## config.mk

```make
export PLATFORM = sky130hd
export DESIGN_NAME = ipv4_fragment_header_gen_unit
export DESIGN_NICKNAME = d
export VERILOG_FILES = /design/src/hdl/ifhg_pkg.sv /design/src/hdl/ifhg_ctrl.sv /design/src/hdl/ifhg_dp.sv /design/src/hdl/ipv4_fragment_header_gen_unit.sv
export SDC_FILE = /design/constraint.sdc
export NUM_CORES = 1
export LEC_CHECK = 0
export BUFFER_PORTS_ARGS = -buffer_cell sky130_fd_sc_hd__buf_2
export CELL_PAD_IN_SITES_DETAIL_PLACEMENT = 1
export CELL_PAD_IN_SITES_GLOBAL_PLACEMENT = 2
export CORE_UTILIZATION = 24
export DETAILED_ROUTE_END_ITERATION = 10
export GPL_TIMING_DRIVEN = 1
export PLACE_DENSITY_LB_ADDON = 0.1
export REMOVE_ABC_BUFFERS = 1
export SYNTH_ARGS = -nofsm -noshare
export SYNTH_HDL_FRONTEND = slang
export SYNTH_SLANG_ARGS = --single-unit
```

## constraint.sdc

```tcl
create_clock -name i_clk -period 11.9 [get_ports i_clk]
set_input_delay 0.595 -clock i_clk [delete_from_list [all_inputs] [get_ports i_clk]]
set_output_delay 0.595 -clock i_clk [all_outputs]
set_load 0.01 [all_outputs]
```

## src/hdl/ifhg_pkg.sv

```systemverilog
// Package for the IPv4 fragment header generator.
// Holds the controller/datapath command and status types, state encoding,
// register indexes and fixed header constants. No dependencies.
package ifhg_pkg;

    // Fixed widths of the stream and configuration payloads
    localparam int unsigned IN_DATA_W  = 56;
    localparam int unsigned OUT_DATA_W = 104;
    localparam int unsigned CFG_IDX_W  = 8;
    localparam int unsigned CFG_DATA_W = 32;

    // Register indexes on the configuration channel
    localparam logic [CFG_IDX_W-1:0] CFG_SRC_ADDR = 8'd0;
    localparam logic [CFG_IDX_W-1:0] CFG_TTL      = 8'd1;

    // Header constants
    localparam logic [15:0] VER_IHL_TOS = 16'h4500;
    localparam logic [10:0] HDR_BYTES   = 11'd20;
    localparam logic [7:0]  TTL_RESET   = 8'd64;

    typedef enum logic {
        ST_IDLE,
        ST_EMIT
    } t_state;

    // Controller to datapath
    typedef struct packed {
        logic load;   // take a new packet descriptor
        logic emit;   // load the next fragment into the output register
    } t_dp_cmd;

    // Datapath to controller
    typedef struct packed {
        logic final_frag; // the fragment on offer is the final one
        logic out_free;   // output register can take a fragment this cycle
    } t_dp_status;

endpackage

```

## src/hdl/ifhg_ctrl.sv

```systemverilog
// Controller state machine for the IPv4 fragment header generator.
// Sequences packet acceptance and fragment emission; uses ifhg_pkg.
module ifhg_ctrl (
    input  logic                  i_clk,
    input  logic                  i_rst_n,
    input  logic                  i_in_valid,
    output logic                  o_in_ready,
    input  ifhg_pkg::t_dp_status  i_status,
    output ifhg_pkg::t_dp_cmd     o_cmd
);

    ifhg_pkg::t_state r_state;
    ifhg_pkg::t_state n_state;

    always_ff @(posedge i_clk) begin
        if (!i_rst_n) begin
            r_state <= ifhg_pkg::ST_IDLE;
        end else begin
            r_state <= n_state;
        end
    end

    always_comb begin
        n_state = r_state;
        case (r_state)
            ifhg_pkg::ST_IDLE: begin
                if (i_in_valid) begin
                    n_state = ifhg_pkg::ST_EMIT;
                end
            end
            ifhg_pkg::ST_EMIT: begin
                if (i_status.out_free && i_status.final_frag) begin
                    n_state = ifhg_pkg::ST_IDLE;
                end
            end
            default: n_state = ifhg_pkg::ST_IDLE;
        endcase
    end

    always_comb begin
        o_in_ready = 1'b0;
        o_cmd      = '0;
        case (r_state)
            ifhg_pkg::ST_IDLE: begin
                o_in_ready = 1'b1;
                o_cmd.load = i_in_valid;
            end
            ifhg_pkg::ST_EMIT: begin
                o_cmd.emit = i_status.out_free;
            end
            default: begin
                o_in_ready = 1'b0;
            end
        endcase
    end

endmodule

```

## src/hdl/ifhg_dp.sv

```systemverilog
// Datapath for the IPv4 fragment header generator: configuration registers,
// fragment counters, checksum and output register. Uses ifhg_pkg.
module ifhg_dp #(
    parameter int unsigned FRAG_PAYLOAD = 1480
) (
    input  logic                                i_clk,
    input  logic                                i_rst_n,
    input  logic                                i_cfg_we,
    input  logic [ifhg_pkg::CFG_IDX_W-1:0]      i_cfg_index,
    input  logic [ifhg_pkg::CFG_DATA_W-1:0]     i_cfg_data,
    input  logic [15:0]                         i_payload_len,
    input  logic [31:0]                         i_dest_address,
    input  logic [7:0]                          i_proto_number,
    input  ifhg_pkg::t_dp_cmd                   i_cmd,
    output ifhg_pkg::t_dp_status                o_status,
    input  logic                                i_out_ready,
    output logic                                o_out_valid,
    output logic [10:0]                         o_total_length,
    output logic [15:0]                         o_ident,
    output logic [12:0]                         o_frag_offset,
    output logic                                o_more_frags,
    output logic [15:0]                         o_header_sum,
    output logic [31:0]                         o_dest_out,
    output logic [7:0]                          o_proto_out,
    output logic                                o_last
);

    localparam logic [15:0] FRAG_LEN = 16'(FRAG_PAYLOAD);

    // Configuration
    logic [31:0] r_src_addr;
    logic [7:0]  r_ttl;

    // Per-packet state
    logic [15:0] r_next_ident;
    logic [15:0] r_ident;
    logic [15:0] r_bytes_left;
    logic [15:0] r_byte_pos;
    logic [31:0] r_dest;
    logic [7:0]  r_proto;
    logic [18:0] r_base_sum;

    // Output register
    logic        r_out_valid;
    logic [10:0] r_total_length;
    logic [15:0] r_ident_out;
    logic [12:0] r_frag_offset;
    logic        r_more_frags;
    logic [15:0] r_header_sum;
    logic [31:0] r_dest_out;
    logic [7:0]  r_proto_out;

    logic [18:0] base_sum;
    logic        more;
    logic [10:0] piece;
    logic [10:0] tot;
    logic [12:0] off;
    logic [15:0] flagoff;
    logic [19:0] frag_sum;
    logic [16:0] fold1;
    logic [15:0] fold2;

    // Sum of the header words that stay fixed over a packet
    assign base_sum = 19'(ifhg_pkg::VER_IHL_TOS)
                    + 19'(r_next_ident)
                    + 19'({r_ttl, i_proto_number})
                    + 19'(r_src_addr[31:16])
                    + 19'(r_src_addr[15:0])
                    + 19'(i_dest_address[31:16])
                    + 19'(i_dest_address[15:0]);

    assign more     = r_bytes_left > FRAG_LEN;
    assign piece    = more ? FRAG_LEN[10:0] : r_bytes_left[10:0];
    assign tot      = piece + ifhg_pkg::HDR_BYTES;
    assign off      = r_byte_pos[15:3];
    assign flagoff  = {2'b00, more, off};
    assign frag_sum = 20'(r_base_sum) + 20'(tot) + 20'(flagoff);
    // End-around carry; two folds are enough for this width
    assign fold1    = 17'(frag_sum[15:0]) + 17'(frag_sum[19:16]);
    assign fold2    = fold1[15:0] + 16'(fold1[16]);

    assign o_status.final_frag = !more;
    assign o_status.out_free   = !r_out_valid || i_out_ready;

    always_ff @(posedge i_clk) begin
        if (!i_rst_n) begin
            r_src_addr <= '0;
            r_ttl      <= ifhg_pkg::TTL_RESET;
        end else if (i_cfg_we) begin
            case (i_cfg_index)
                ifhg_pkg::CFG_SRC_ADDR: r_src_addr <= i_cfg_data;
                ifhg_pkg::CFG_TTL:      r_ttl      <= i_cfg_data[7:0];
                default:                r_ttl      <= r_ttl;
            endcase
        end
    end

    always_ff @(posedge i_clk) begin
        if (!i_rst_n) begin
            r_next_ident <= '0;
            r_bytes_left <= '0;
            r_byte_pos   <= '0;
        end else if (i_cmd.load) begin
            r_bytes_left <= i_payload_len;
            r_byte_pos   <= '0;
        end else if (i_cmd.emit) begin
            r_bytes_left <= r_bytes_left - 16'(piece);
            r_byte_pos   <= r_byte_pos + 16'(piece);
            if (!more) begin
                r_next_ident <= r_next_ident + 16'd1;
            end
        end
    end

    always_ff @(posedge i_clk) begin
        if (i_cmd.load) begin
            r_ident    <= r_next_ident;
            r_dest     <= i_dest_address;
            r_proto    <= i_proto_number;
            r_base_sum <= base_sum;
        end
    end

    // Hold the descriptor until the transaction completes
    always_ff @(posedge i_clk) begin
        if (!i_rst_n) begin
            r_out_valid <= 1'b0;
        end else if (i_cmd.emit) begin
            r_out_valid <= 1'b1;
        end else if (i_out_ready) begin
            r_out_valid <= 1'b0;
        end
    end

    always_ff @(posedge i_clk) begin
        if (i_cmd.emit) begin
            r_total_length <= tot;
            r_ident_out    <= r_ident;
            r_frag_offset  <= off;
            r_more_frags   <= more;
            r_header_sum   <= ~fold2;
            r_dest_out     <= r_dest;
            r_proto_out    <= r_proto;
        end
    end

    assign o_out_valid    = r_out_valid;
    assign o_total_length = r_total_length;
    assign o_ident        = r_ident_out;
    assign o_frag_offset  = r_frag_offset;
    assign o_more_frags   = r_more_frags;
    assign o_header_sum   = r_header_sum;
    assign o_dest_out     = r_dest_out;
    assign o_proto_out    = r_proto_out;
    assign o_last         = !r_more_frags;

endmodule

```

## src/hdl/ipv4_fragment_header_gen_unit.sv

```systemverilog
// IPv4 fragment header generator: one packet descriptor in, one header
// descriptor per fragment out. A packet that splits into N fragments
// (N = ceil(payload_len / FRAG_PAYLOAD), at least one) is handled in two steps:
// the block takes the packet descriptor and sums the fixed header words, then
// emits the fragments in order, each as the output register has room. The input
// is taken again in the cycle after the final fragment enters the output
// register, even while that descriptor still waits to be taken. Source address
// and TTL are to be written through the configuration channel only while the
// block is idle; the user is bound to this, the block itself does not enforce it.
module ipv4_fragment_header_gen_unit #(
    parameter int unsigned FRAG_PAYLOAD = 1480
) (
    input  logic                                 i_clk,
    input  logic                                 i_rst_n,
    // Configuration channel
    input  logic                                 i_cfg_valid,
    output logic                                 o_cfg_ready,
    input  logic [ifhg_pkg::CFG_IDX_W-1:0]       i_cfg_index,
    input  logic [ifhg_pkg::CFG_DATA_W-1:0]      i_cfg_data,
    // Packet descriptors in
    input  logic                                 s_axis_tvalid,
    output logic                                 s_axis_tready,
    // payload_len[15:0], dest_address[47:16], proto_number[55:48]
    input  logic [ifhg_pkg::IN_DATA_W-1:0]       s_axis_tdata,
    // Fragment header descriptors out
    output logic                                 m_axis_tvalid,
    input  logic                                 m_axis_tready,
    // total_length[10:0], ident[26:11], frag_offset[39:27], more_frags[40],
    // header_sum[56:41], dest_out[88:57], proto_out[96:89], zero[103:97]
    output logic [ifhg_pkg::OUT_DATA_W-1:0]      m_axis_tdata,
    output logic                                 m_axis_tlast
);

    ifhg_pkg::t_dp_cmd    cmd;
    ifhg_pkg::t_dp_status status;

    logic [10:0] total_length;
    logic [15:0] ident;
    logic [12:0] frag_offset;
    logic        more_frags;
    logic [15:0] header_sum;
    logic [31:0] dest_out;
    logic [7:0]  proto_out;

    assign o_cfg_ready = 1'b1;

    ifhg_ctrl u_ctrl (
        .i_clk      (i_clk),
        .i_rst_n    (i_rst_n),
        .i_in_valid (s_axis_tvalid),
        .o_in_ready (s_axis_tready),
        .i_status   (status),
        .o_cmd      (cmd)
    );

    ifhg_dp #(
        .FRAG_PAYLOAD (FRAG_PAYLOAD)
    ) u_dp (
        .i_clk          (i_clk),
        .i_rst_n        (i_rst_n),
        .i_cfg_we       (i_cfg_valid),
        .i_cfg_index    (i_cfg_index),
        .i_cfg_data     (i_cfg_data),
        .i_payload_len  (s_axis_tdata[15:0]),
        .i_dest_address (s_axis_tdata[47:16]),
        .i_proto_number (s_axis_tdata[55:48]),
        .i_cmd          (cmd),
        .o_status       (status),
        .i_out_ready    (m_axis_tready),
        .o_out_valid    (m_axis_tvalid),
        .o_total_length (total_length),
        .o_ident        (ident),
        .o_frag_offset  (frag_offset),
        .o_more_frags   (more_frags),
        .o_header_sum   (header_sum),
        .o_dest_out     (dest_out),
        .o_proto_out    (proto_out),
        .o_last         (m_axis_tlast)
    );

    assign m_axis_tdata = {7'd0, proto_out, dest_out, header_sum, more_frags,
                           frag_offset, ident, total_length};

`ifndef NO_ASSERTIONS
    // The final fragment is the only one with MF clear
    a_last_mf: assert property (@(posedge i_clk) disable iff (!i_rst_n)
        m_axis_tvalid |-> (m_axis_tlast == !m_axis_tdata[40]))
        else $error("tlast disagrees with more_frags");

    // No new packet while its fragments are still being produced
    a_one_packet: assert property (@(posedge i_clk) disable iff (!i_rst_n)
        (s_axis_tvalid && s_axis_tready) |=> !s_axis_tready)
        else $error("packet accepted while fragments pending");

    // A non-final fragment taken is followed at once by the next one
    a_no_gap: assert property (@(posedge i_clk) disable iff (!i_rst_n)
        (m_axis_tvalid && m_axis_tready && !m_axis_tlast) |=> m_axis_tvalid)
        else $error("gap between fragments of one packet");
`endif

endmodule

```

# [Word level (Yosys, flattened, before mapping)]
# Cells that the tools add are included.
[totals] reg_bits=262 latchBits=0 mem_bits_rw=0 romBits=0 input_bits=101 out_inout_bits=108 memories=0
[op_classes] add_sub_neg=14 n_mul=0 div_mod_pow=0 n_lt_le_gt_ge=1 eq_ne=1 shifts=0 mux=11 n_bitwise=5 n_reduce_logical=12
[ops] op="$add A19 B16 Y19" n=5
[ops] op="$mux W16" n=2
[ops] op="$add A19 B11 Y20" n=1
[ops] op="$add A20 B14 Y20" n=1
[ops] op="$add A15 B16 Y17 const A" n=1
[ops] op="$add A16 B4 Y17" n=1
[ops] op="$add A16 B1 Y16" n=1
[ops] op="$add A16 B1 Y16 const B" n=1
[ops] op="$add A16 B11 Y16" n=1
[ops] op="$gt A16 B11 Y1 const B" n=1
[ops] op="$not A16 Y16" n=1
[ops] op="$sub A16 B11 Y16" n=1
[ops] op="$add A11 B5 Y11 const B" n=1
[ops] op="$mux W11" n=1
[ops] op="$eq A8 B1 Y1 const B" n=1
[ops] op="$logic_not A8 Y1" n=1
[ops] op="$mux W1" n=7
[ops] op="$not A1 Y1" n=4
[ops] op="$reduce_and A2 Y1" n=2
[ops] op="$reduce_bool A2 Y1" n=2
[ops] op="$logic_not A1 Y1" n=3
[ops] op="$reduce_and A3 Y1" n=1
[ops] op="$pmux W1 S2" n=1
[ops] op="$reduce_or A2 Y1" n=1
[ops] op="2 further kinds" n=2

# [Logic depth before layout (Yosys ltp)]
# Gate-level depths: netlist of the first run.
[depth] word_depth=8 ltp_mapped=44 depth_no_buf=41

# [By module]
# A second synthesis of the first run with hierarchy kept.
[unflattened] hier_cells=1144 hier_area_um2=13759.4
[by_module_without_submodules] module="ifhg_dp" n_inst=1 cells_per_inst=1127 area_each_um2=13633.1
[by_module_without_submodules] module="ipv4_fragment_header_gen_unit" n_inst=1 cells_per_inst=11 area_each_um2=75.1
[by_module_without_submodules] module="ifhg_ctrl" n_inst=1 cells_per_inst=6 area_each_um2=51.3

# [Least setup slack after synthesis of the first run]
# No wires, ideal clock.
[synth_timing] path_type="reg2reg" start="register u_dp.r_bytes_left[1]" end="register u_dp.r_header_sum[12], in the netlist u_dp.o_header_sum[12], data pin" t_arrival_ns=7.852 t_required_ns=11.628 path_slack_ns=3.776 stages_incl_launch_ff=42 path_cell_list="dfxtp_1 > buf_6 > nor4_4 > nand3b_1 > o31ai_2 > and2_1 > buf_2 > clkbuf_1 > nand2b_1 > ha_1 > o21ai_0 > nor2_1 > xnor2_1 > nand2_1 > inv_1 > fa_1 > inv_1 > ha_1 > [6 not listed] > xnor2_1 > inv_1 > fa_1 > nor2b_1 > o21ai_0 > a211oi_1 > nand4_1 > nor3_2 > nand4_1 > nor3_1 > ha_1 > ha_1 > and3_1 > o211ai_1 > a311oi_2 > maj3_1 > nand2_1 > xor2_1"
[synth_between] elab_chain_len=8
[synth_lines] element="start, declared" line="ifhg_dp.sv:37" rtl="logic [15:0] r_bytes_left;"
[synth_lines] element="start signal, assigned" line="ifhg_dp.sv:104" rtl="r_bytes_left <= i_payload_len;"
[synth_lines] element="start signal, assigned" line="ifhg_dp.sv:107" rtl="r_bytes_left <= r_bytes_left - 16'(piece);"
[synth_lines] element="$gt A16 B11 Y1" line="ifhg_dp.sv:72" rtl="assign more = r_bytes_left > FRAG_LEN;"
[synth_lines] element="$mux W11 *" line="ifhg_dp.sv:73" rtl="assign piece = more ? FRAG_LEN[10:0] : r_bytes_left[10:0];"
[synth_lines] element="$add A11 B5 Y11 *" line="ifhg_dp.sv:74" rtl="assign tot = piece + ifhg_pkg::HDR_BYTES;"
[synth_lines] element="net u_dp.tot[8]" line="ifhg_dp.sv:56" rtl="logic [10:0] tot;"
[synth_lines] element="$add A19 B11 Y20 *" line="ifhg_dp.sv:77" rtl="assign frag_sum = 20'(r_base_sum) + 20'(tot) + 20'(flagoff);"
[synth_lines] element="$add A20 B14 Y20 *" line="ifhg_dp.sv:77"
[synth_lines] element="$add A16 B4 Y17 *" line="ifhg_dp.sv:79" rtl="assign fold1 = 17'(frag_sum[15:0]) + 17'(frag_sum[19:16]);"
[synth_lines] element="$add A16 B1 Y16 *" line="ifhg_dp.sv:80" rtl="assign fold2 = fold1[15:0] + 16'(fold1[16]);"
[synth_lines] element="$not A16 Y16 *" line="ifhg_dp.sv:141" rtl="r_header_sum <= ~fold2;"
[synth_lines] element="end signal, assigned" line="ifhg_dp.sv:141"
[synth_lines] element="end, declared" line="ifhg_dp.sv:49" rtl="logic [15:0] r_header_sum;"
# Mark *: on every way through the listed nets, which the timed path passes. The rest lies on a longest branch.
# A chain may end at the register's enable or synchronous reset.

# [Worst setup path after layout of the first run]
[layout_timing] start="register u_dp.r_bytes_left[6]" end="register u_dp.r_header_sum[12], in the netlist u_dp.o_header_sum[12], data pin"
[layout_between] elab_chain_len=8
[layout_lines] element="$gt A16 B11 Y1" line="ifhg_dp.sv:72"
[layout_lines] element="$mux W11" line="ifhg_dp.sv:73"
[layout_lines] element="$add A11 B5 Y11" line="ifhg_dp.sv:74"
[layout_lines] element="net u_dp.tot[2]" line="ifhg_dp.sv:56"
[layout_lines] element="$add A19 B11 Y20" line="ifhg_dp.sv:77"
[layout_lines] element="$add A20 B14 Y20" line="ifhg_dp.sv:77"
[layout_lines] element="$add A16 B4 Y17" line="ifhg_dp.sv:79"
[layout_lines] element="$add A16 B1 Y16" line="ifhg_dp.sv:80"
[layout_lines] element="$not A16 Y16" line="ifhg_dp.sv:141"
# The timed path passes the listed nets, and every way through them passes these cells.

==> results of run 1 <==
[layout make-up]
type,count,area (um^2),area share [%]
repair buffers,205,1040,6.12
well taps,765,957,5.64
clock buffers,51,1030,6.07
multi-input cells,780,6340,37.4
flip-flops and latches,262,6970,41.0
inverters,132,500,2.95
clock inverters,17,138,0.811
[cell usage after synthesis (3+ instances only)]
cell type / count / area share (%)
a211oi_1: 13 / 0.70
a21boi_0: 45 / 2.4
a21o_1: 13 / 0.70
a21oi_1: 44 / 1.6
a22oi_1: 5 / 0.27
a31o_2: 3 / 0.19
and2_1: 25 / 1.1
and3_1: 14 / 0.62
and3_2: 5 / 0.27
buf_2: 9 / 0.32
buf_4: 13 / 0.70
buf_6: 3 / 0.24
clkbuf_1: 22 / 0.59
dfxtp_1: 90 / 13
edfxtp_1: 172 / 37
fa_1: 78 / 11
ha_1: 56 / 5.0
inv_1: 130 / 3.5
mux2i_1: 9 / 0.64
nand2_1: 130 / 3.5
nand2b_1: 10 / 0.45
nand3_1: 23 / 0.82
nand3_2: 3 / 0.21
nand3b_1: 4 / 0.21
nand4_1: 8 / 0.36
nor2_1: 44 / 1.2
nor2b_1: 19 / 0.85
nor3_1: 22 / 0.78
nor4_1: 3 / 0.13
o211ai_1: 4 / 0.21
o21a_1: 12 / 0.64
o21ai_0: 34 / 1.2
o31ai_1: 4 / 0.21
or2_2: 5 / 0.22
xnor2_1: 53 / 3.3
xor2_1: 25 / 1.6
[power by group]
part | switching [mW] | total, mW | internal [mW]
registers | 0.0462 | 1.15 | 1.10
logic | 0.714 | 1.14 | 0.431
clock network | 0.427 | 1.08 | 0.650
[flip-flops by register name, summed over array words and instances (netlist names)]
register	cells
u_dp.o_dest_out	32
u_dp.r_dest	32
u_dp.r_src_addr	32
u_dp.r_base_sum	19
u_dp.o_header_sum	16
u_dp.o_ident	16
u_dp.r_byte_pos	16
u_dp.r_bytes_left	16
u_dp.r_ident	16
u_dp.r_next_ident	16
u_dp.o_frag_offset	13
u_dp.o_total_length	11
u_dp.o_proto_out	8
u_dp.r_proto	8
u_dp.r_ttl	8
u_ctrl.r_state	1
u_dp.o_more_frags	1
u_dp.o_out_valid	1
[stage by stage]
stage	util (%)	cell area, um^2	setup WS (ns)
2_1_floorplan	-	13800	3.86
3_3_place_gp	27.4	15800	2.70
3_5_place_dp	27.4	15800	2.40
4_1_cts	29.4	17000	2.36
5_1_grt	29.4	17000	1.49
6_report	29.4	17000	2.40
[kinds of logic after synthesis]
family	count (synthesis)	share of synthesized area (%)
simple gates	334	12.1
xor+xnor	80	5.10
flops	262	49.6
fa+ha+maj	135	16.2
other cells	2	0.0535
compound gates	213	11.0
mux	9	0.642
buf+inv	179	5.37
[path summary, 6_finish.rpt]
check                           to  slack (ns)  cells after the start
max          u_dp.o_header_sum[12]        2.40                     39
min                u_dp.r_dest[24]        0.25                      1
max reg2reg  u_dp.o_header_sum[12]        2.40                     39
min reg2reg    u_dp.o_dest_out[10]        0.41                      0
[worst max-delay path: cells and delay by family, from the launching register on]
kind            cells  cell delay, ns
compound gates     10            2.46
xor+xnor            3            0.43
fa+ha+maj           7            2.12
buf+inv             4            0.41
flops               1            0.57
simple gates       15            3.23
[per-layer routing]
layer / track usage, % / vias to the layer above / part of all wire, %
met4: 5.13 / 4 / 2.8
met1: 18.4 / 4653 / 46
met2: 23.2 / 177 / 47
met5: 0 / - / 0.055
li1: - / 4587 / -
met3: 2.50 / 60 / 4.0
==> results.md, run 1 <==
- Status: finished clean
- Worst Setup SP: u_dp.r_bytes_left[6]
- Final Cycle Share: ~80%
- Drt total wl: 41.5 mm
- 1st-iter DRT viols: approximately 380
- Syn_area_per_cell: between 10 and 15 um^2
- R2r startpoint: u_dp.r_bytes_left[6]
- Cts repair resizes: 0
- Die H: 244 um
- Post-synth cell types: a little over 80
- Routed Antenna Nets: 0
- Rows: slightly below 90
- Via count: roughly 9,500
- Synth warnings: 0
- Die area: 59,500 um^2
- Max incr delay on CP: between 0.6 and 0.7 ns
- Setup crit end kind: flip-flop
- Setup TNS: 0 ns
- Critical path fanouts, max: 16
- Slew @ Worst Pin: a little under 1 ns
- Vias in the first global route: around 10,000
- PortBufs: 200
- Worst-skew pair later-pin latency: between 0.5 and 0.6 ns
- #FFs+latches synth: ~260
- Clock-pin slew of the registers on the worst-case setup and hold paths: roughly 0.060 ns
- Global route overflow: 0
- # DRC: 0
- Max Clk Rate: between 100 and 150 MHz
- Tot GR Track Use: between 10% and 20%
- Commonest cells after routing, fill and taps aside: 200 x buf_2, 172 x edfxtp_1, 130 x nand2_1
- Cts hold-fix bufs: 0
- RSZ-0062 raised after global routing: false
- Critical Path RT: roughly 12 ns
- Most common cell after layout, fill and taps aside: buf_2
- Die W: ~240 um
- Post-synthesis async set-or-reset flop share: 0%
- CTS tree: yes
- Min-Delay Startpoint: s_axis_tdata[40]
- Top FF cell, synth: edfxtp_1
- Largest net degree at the start of global routing: 78
- N_diodes: 0
- Cell count after synthesis: approximately 1,200
- Cell count after placement: between 2,000 and 2,500
- Final setup fails: 0
- Layout cells sized above 1: approximately a fifth
- Core area: just under 60,000 um^2
- Post-CTS Setup Bufs: 0
- Peak supply drop: around 0.00010 V
- Seq/Total Area, Yosys: between 40% and 50%
- First-pass GRT wire length: 63.3 mm
- Clock Sinks: between 200 and 300
- FILL cells: 6,543
- Crit path DAT: a little under 10 ns
- Total power: about 3.4 mW
- Final Wtd Congestion: approximately 0.78
- Leak pwr: ~6.9 nW
- Final Max Tran Viols: 0
- CTS buffer count: 37
- Rel. slew slack: between 30 and 40%
- Starting Density: roughly 24%
- Ports: roughly 210
- Root Buffer: clkbuf_16
- Min cycle time layout: about 9.5 ns
- CP max stage cell: and2_1
- Power Dens Cells: roughly 200 nW/um^2
- Layout area overhead: 20.9%
- Final setup skew: 0.0155 ns
- H-tree levels: 2
- Nets@finish: approximately 1,700
- Final HPWL DP: between 30 and 40 mm
- Worst setup SP type: flip-flop
- Clk buf depth: 3
- Number of synthesized flops with an enable pin: between 150 and 200
- Mean routed wirelength per cell: 18.8 um
- Initial antenna violation count: 2
- Crit Path Class: flip-flop to flip-flop
- Vias/cell: 4.29
- Post-Layout Cell Count: roughly 2,200
- Hold Fails Final Rpt: 0
- Worst Hold Class: input pin to flip-flop
- Synth Cell Area: around 14,000 um^2
- Hold slack: about 0.25 ns
- First-pass iteration count of the detailed router: 4
- Max Cap Viol: 0
(Power assumes the default switching activity.)
==> run 2, diff against run 1 <==
==> constraint.sdc (replaced) <==
create_clock -name i_clk -period 9.42 [get_ports i_clk]
set_input_delay 0.471 -clock i_clk [delete_from_list [all_inputs] [get_ports i_clk]]
set_output_delay 0.471 -clock i_clk [all_outputs]
set_load 0.01 [all_outputs]
==> run 2 against run 1 <==
Critical path depth unchanged. Maximum frequency is 11% higher. Sequential share of layout area down 0.15 points. Routed wire length hardly changed. Die area stayed put. Design area rose by 0.45%. Register-to-register slack got worse by 1.5 ns. Power rose by 27%. Highest routed layer unchanged. Sequential power up 26%. Critical path type unchanged. Largest cell class unchanged.
==> results.md, run 2 (synthesis results as in run 1) <==
- Worst Hold Class: input pin to flip-flop
- Crit path max-delay family: simple AND/OR/NAND/NOR gates
- Layout area overhead: 21.5%
- Ports: 209 (unchanged)
- RSZ-0062 raised after global routing: false
- Max incr delay on CP: 0.47 ns (-0.18 ns)
- Area of the multi-input gates: 6360 um^2 (+0.22%)
- Die W: 244 um (unchanged)
- Final setup fails: 0 (unchanged)
- Vias in the first global route: 10,300 (+0.14%)
- Leak pwr: 6.96 nW (+0.56%)
- H-tree levels: 2 (unchanged)
- Nets@finish: 1,657 (+0.24%)
- N_diodes: 0 (unchanged)
- Internal power: 2.79 mW (+28%)
- Final Max Tran Viols: 0 (unchanged)
- Final Wtd Congestion: 0.773 (-1.3%)
- Rel. slew slack: 33.3% (-0.60 points)
- Critical path fanouts, max: 8 (-8)
- PortBufs: 200 (unchanged)
- CTS tree: yes
- Drt total wl: 41.5 mm (about the same)
- Min cycle time layout: 8.53 ns (-0.972 ns)
- Clk network pwr share: 32.4% (+0.5 points)
- Final HPWL DP: 31.3 mm (-0.18%)
- Sequential Area: 6970 um^2 (about the same)
- Critical Path RT: 9.69 ns (-2.47 ns)
- Util after Layout: 29.6% (+0.13 points)
- Most common cell after layout, fill and taps aside: buf_2
- Commonest cells after routing, fill and taps aside: 200 x buf_2, 172 x edfxtp_1, 130 x nand2_1
- Core area: 57,700 um^2 (unchanged)
- Hold Fails Final Rpt: 0 (unchanged)
- Die area: 59,500 um^2 (unchanged)
- Mean routed wirelength per cell: 18.7 um (-0.15%)
- Status: finished clean
- Final Cycle Share: 90.5% (+11 points)
- Global route overflow: 0 (unchanged)
- Max Clk Rate: 117 MHz (+11%)
- Setup TNS: 0 ns (unchanged)
- Clk buf depth: 3 (unchanged)
- Crit path DAT: 8.80 ns (-0.96 ns)
- Worst-skew pair later-pin latency: 0.55 ns (about the same)
- Power Dens Cells: 252 nW/um^2 (+27%)
- Rows: 88 (unchanged)
- Routed Antenna Nets: 0 (unchanged)
- Root Buffer: clkbuf_16
- Final setup skew: 0.0198 ns (+0.00429 ns)
- Crit Path Class: flip-flop to flip-flop
- Max Cap Viol: 0 (unchanged)
- P_sw: 1.50 mW (+26%)
- Setup crit end kind: flip-flop
- Peak supply drop: 0.000124 V (+19%)
- Die H: 244 um (unchanged)
- First-pass GRT wire length: 63.8 mm (+0.76%)
- Post-CTS Setup Bufs: 0 (unchanged)
- Logic pwr share: 33.7% (-0.3 points)
- Clock-pin slew of the registers on the worst-case setup and hold paths: 0.06 ns (about the same)
- Via count: 9,508 (+0.28%)
- Slew @ Worst Pin: 1.00 ns (+0.00905 ns)
- Total power: 4.29 mW (+27%)
- CP max stage cell: fa_1
- Worst setup SP type: flip-flop
- Initial antenna violation count: 2 (unchanged)
- Starting Density: 24.3% (unchanged)
- Clock Sinks: 262 (unchanged)
- Sw frac: 35.0% (-0.25 points)
- # DRC: 0 (unchanged)
- Sequential Power Share: 33.9% (-0.2 points)
- 1st-iter DRT viols: 338 (-12%)
- FILL cells: 6,459 (-1.3%)
- First-pass iteration count of the detailed router: 4 (unchanged)
- Tot GR Track Use: 14.2% (+0.11 points)
- Vias/cell: 4.29 (+0.15%)
- Largest net degree at the start of global routing: 78 (unchanged)
- Worst path buffer plus inverter count: 4 (unchanged)
- CTS buffer count: 36 (-2.7%)
- Layout cells sized above 1: 21.5% (+1.1 points)
## run 2: worst paths after layout
kind / depth (start not counted) / from / end / slack (ns)
hold reg to reg: 0 / u_dp.r_dest[12] / u_dp.o_dest_out[12] / 0.41
setup / recovery: 39 / u_dp.r_bytes_left[2] / u_dp.o_header_sum[12] / 0.89
setup reg to reg: 39 / u_dp.r_bytes_left[2] / u_dp.o_header_sum[12] / 0.89
hold / removal: 1 / s_axis_tdata[55] / u_dp.r_proto[7] / 0.12
## run 2: what timing repair did
item / 4_1_cts / 5_1_grt
hold buffers: 0 / 0
setup endpoints to repair: 0 / 6
gates resized for setup: 0 / 8
## run 2: layout make-up
class                      instances  share of cell area [%]
clock buffer                      47                    5.71
clock inverter                    19                    1.25
inverter                         132                    2.93
multi-input combinational        780                    37.3
sequential                       262                    40.9
tap                              765                    5.61
timing repair buffer             210                    6.31
## run 2: layer usage
metal | part of all wire (%) | vias up | GRT usage (%)
met2 | 47 | 162 | 23.5
met3 | 4.2 | 59 | 2.96
li1 | - | 4573 | -
met1 | 46 | 4710 | 18.5
met5 | 0.058 | - | 0
met4 | 2.6 | 4 | 4.32
## run 2: worst register-to-register path: cells and delay by family, from the launching register on
family,cells,cell delay (ns)
adders and majority gates,7,2.14
DFF,1,0.42
AOI/OAI and AO/OA,10,2.20
and+or+nand+nor,15,2.70
buffers and inverters,4,0.36
xor gates and xnor gates,3,0.42
## run 2: power by group through the flow
| stage | Sequential [mW] | Clock (mW) | Combinational [mW] |
|---|---|---|---|
| 6_report | 1.45 | 1.39 | 1.45 |
| 5_1_grt | 1.47 | 1.49 | 1.63 |
| 4_1_cts | 1.46 | 1.45 | 1.49 |
| 3_5_place_dp | 1.48 | 0 | 1.48 |
| 3_3_place_gp | 1.48 | 0 | 1.49 |
| 2_1_floorplan | 1.50 | 0 | 0.976 |
## run 2: through the flow
| stage | worst slack (ns) | cells | hold WS (ns) | instance area, um^2 |
|---|---|---|---|---|
| after CTS | 0.459 | 2215 | 0.0772 | 17000 |
| after global routing | 0.0307 | 2215 | 0.0824 | 17100 |
| after detailed placement | 0.485 | 2149 | 0.405 | 15800 |
| after floorplan | 1.38 | 1174 | 0.400 | 13800 |
| after global placement | 0.758 | 2149 | 0.400 | 15800 |
| final | 0.892 | 2215 | 0.122 | 17100 |
==> run 3, diff against run 2 <==
--- a/config.mk
+++ b/config.mk
@@ -15,4 +15,5 @@
 export REMOVE_ABC_BUFFERS = 1
 export SYNTH_ARGS = -nofsm -noshare
 export SYNTH_HDL_FRONTEND = slang
+export SYNTH_HIERARCHICAL = 1
 export SYNTH_SLANG_ARGS = --single-unit
==> run 3 against run 2 <==
Die area shrank 2.0%. Design area shrank 1.5%. Cell count shrank 3.5%. Utilization rose by 0.18 points.
==> results.md, run 3 <==
- Status: finished clean
- Global route overflow: 0 (unchanged)
- Critical Path RT: 9.70 ns (about the same)
- Critical path fanouts, max: 8 (unchanged)
- Final Max Tran Viols: 0 (unchanged)
- Crit path max-delay family: simple AND/OR/NAND/NOR gates
- Internal power: 2.77 mW (-0.57%)
- Setup crit end kind: flip-flop
- Sw frac: 34.6% (-0.39 points)
- Largest net degree at the start of global routing: 77 (-1.3%)
- First-pass iteration count of the detailed router: 4 (unchanged)
- Crit Path Class: flip-flop to flip-flop
- Die H: 241 um (-0.99%)
- Final Cell Area: 16,800 um^2 (-1.5%)
- Seq/Total Area, Yosys: 50.6% (+1.0 points)
- Clk buf depth: 3 (unchanged)
- Rel. slew slack: 31.5% (-1.7 points)
- Syn_area_per_cell: 12.0 um^2 (+4.0%)
- Worst Setup SP: u_dp/r_bytes_left[11]
- Tot GR Track Use: 13.9% (-0.31 points)
- Worst path buffer plus inverter count: 2 (-2)
- Setup TNS: 0 ns (unchanged)
- Final setup skew: 0.0148 ns (-0.00497 ns)
- CTS buffer count: 36 (unchanged)
- Hold Fails Final Rpt: 0 (unchanged)
- Final Wtd Congestion: 0.783 (+1.3%)
- Root Buffer: clkbuf_16
- First-pass GRT wire length: 60.7 mm (-5.0%)
- 1st-iter DRT viols: 313 (-7.4%)
- CP max stage cell: or3_1
- # DRC: 0 (unchanged)
- Max Clk Rate: 116 MHz (-1.5%)
- Worst-skew pair later-pin latency: 0.55 ns (about the same)
- FILL cells: 6,265 (-3.0%)
- Nets@finish: 1,599 (-3.5%)
- Routed Antenna Nets: 0 (unchanged)
- Logic pwr share: 33.7% (about the same)
- RSZ-0062 raised after global routing: false
- Mean routed wirelength per cell: 18.7 um (-0.42%)
- Core area: 56,500 um^2 (-2.1%)
- PortBufs: 200 (unchanged)
- Top-count cell post-synth: edfxtp_1
- R2r startpoint: u_dp/r_bytes_left[11]
- Hold slack: 0.120 ns (-0.00258 ns)
- Ports: 209 (unchanged)
- Die area: 58,300 um^2 (-2.0%)
- Post-synth cell types: 72 (-13%)
- Max incr delay on CP: 0.44 ns (-0.03 ns)
- Sequential Power Share: 34.1% (+0.2 points)
- Clk network pwr share: 32.2% (-0.2 points)
- Starting Density: 24.4% (+0.025 points)
- Cts hold-fix bufs: 0 (unchanged)
- Synth Cell Area: 13,800 um^2 (-2.0%)
- Final setup fails: 0 (unchanged)
- Cts repair resizes: 0 (unchanged)
- Largest cells by area after synthesis: edfxtp_1 38%, dfxtp_1 13%, fa_1 11%
- Cell with the most instances on the worst path: ha_1
- Max Cap Viol: 0 (unchanged)
- Commonest cells after routing, fill and taps aside: 200 x buf_2, 172 x edfxtp_1, 119 x nand2_1
- Post-synth top area share: 37.5% (+0.74 points)
- Leak pwr: 6.69 nW (-3.8%)
- #FFs+latches synth: 262 (unchanged)
- Die W: 241 um (-0.99%)
- Cell count after synthesis: 1,144 (-5.8%)
- Peak supply drop: 0.000127 V (+2.2%)
- Final HPWL DP: 30.4 mm (-3.0%)
- Via count: 9,298 (-2.2%)
- Post-synthesis async set-or-reset flop share: 0% (unchanged)
- Layout cells sized above 1: 20.9% (-0.66 points)
- Top FF cell, synth: edfxtp_1
- Clock Sinks: 262 (unchanged)
- CTS tree: yes
- Layout area overhead: 22.1%
- Most common cell after layout, fill and taps aside: buf_2
- Vias in the first global route: 9,975 (-3.5%)
- Drt total wl: 39.9 mm (-3.9%)
- Cell Area, Placed: 15,600 um^2 (-1.6%)
- Min cycle time layout: 8.66 ns (+0.128 ns)
- Number of synthesized flops with an enable pin: 172 (unchanged)
- Worst setup SP type: flip-flop
- Post-CTS Setup Bufs: 0 (unchanged)
- Final Cycle Share: 91.9% (+1.4 points)
- H-tree levels: 2 (unchanged)
- Power Dens Cells: 252 nW/um^2 (+0.31%)
- Rows: 87 (-1.1%)
- Area of the multi-input gates: 6450 um^2 (+1.5%)
- Synth warnings: 6 (+6)
- Slew @ Worst Pin: 1.03 ns (+0.0260 ns)
- Initial antenna violation count: 7 (+5)
- Synth top cells by count: 172 x edfxtp_1, 119 x nand2_1, 90 x dfxtp_1
- Min-Delay Startpoint: s_axis_tdata[52]
- Clock-pin slew of the registers on the worst-case setup and hold paths: 0.06 ns (about the same)
- Vias/cell: 4.35 (+1.3%)
- Yosys top cell by area: edfxtp_1
- Worst Hold Class: input pin to flip-flop
- Sequential Area: 6970 um^2 (about the same)
- Crit path DAT: 8.93 ns (+0.13 ns)
- P_sw: 1.47 mW (-2.3%)
-- run 3: cell count changes in the layout (fill, tap and decap cells not counted), sizes merged, moves of 7 or more --
cell	delta
inv	-87
ha	+11
and3	-8
mux2i	+9
nor2	+19
a21oi	-7
xnor2	+9
nand2	-11
a21boi	-9
nand3	-9
or3	+11
-- run 3: worst paths after layout --
kind,endpoint,slack (ns),depth (start not counted)
min,u_dp/r_proto[4],0.12,1
max,u_dp/o_header_sum[15],0.76,36
max reg2reg,u_dp/o_header_sum[15],0.76,36
min reg2reg,u_dp/o_dest_out[13],0.42,0
-- run 3: kinds of logic (layout without fill, tap and decap cells) --
| kind of cell | after synthesis | count (layout) | synth area share, % |
|---|---|---|---|
| simple gates | 336 | 336 | 12.1 |
| fa+ha+maj | 146 | 146 | 17.5 |
| mux | 18 | 18 | 1.31 |
| other cells | 3 | 10 | 0.0818 |
| flops | 262 | 262 | 50.6 |
| xor+xnor | 84 | 84 | 5.35 |
| compound gates | 204 | 204 | 10.3 |
| buf+inv | 91 | 322 | 2.73 |
-- run 3: worst register-to-register path: cells and delay by family, from the launching register on --
kind	cells	cell delay, ns
compound gates	10	2.09
xor+xnor	3	0.49
flops	1	0.34
buf+inv	2	0.26
simple gates	15	3.33
fa+ha+maj	6	1.89
-- run 3: layer usage --
layer,routed length [um],share of wire (%),global-route usage [%]
met1,18300,46,17.9
met2,18800,47,22.9
met3,1820,4.6,3.28
met4,929,2.3,4.49
met5,57,0.14,0
-- run 3: final cells by class --
type	count	share of cell area [%]
timing repair buffer	208	6.32
sequential	262	41.5
multi-input combinational	797	38.4
antenna	1	0.0149
clock inverter	18	1.21
inverter	48	1.07
tap	756	5.63
clock buffer	48	5.88
-- run 3: power by group through the flow --
| stage | registers [mW] | clock network, mW | logic [mW] |
|---|---|---|---|
| 2_1_floorplan | 1.48 | 0 | 0.963 |
| 5_1_grt | 1.46 | 1.47 | 1.60 |
| 6_report | 1.44 | 1.37 | 1.43 |
| 4_1_cts | 1.45 | 1.43 | 1.46 |
| 3_5_place_dp | 1.47 | 0 | 1.45 |
| 3_3_place_gp | 1.47 | 0 | 1.46 |
-- run 3: stage by stage --
step	total power [mW]	util (%)	setup slack [ns]	std cells
floorplan	2.44	-	1.56	1107
global placement	2.93	27.6	0.917	2071
detailed placement	2.92	27.6	0.636	2071
CTS	4.34	29.7	0.596	2137
global route	4.53	29.7	0.0460	2137
finish	4.24	29.7	0.764	2138
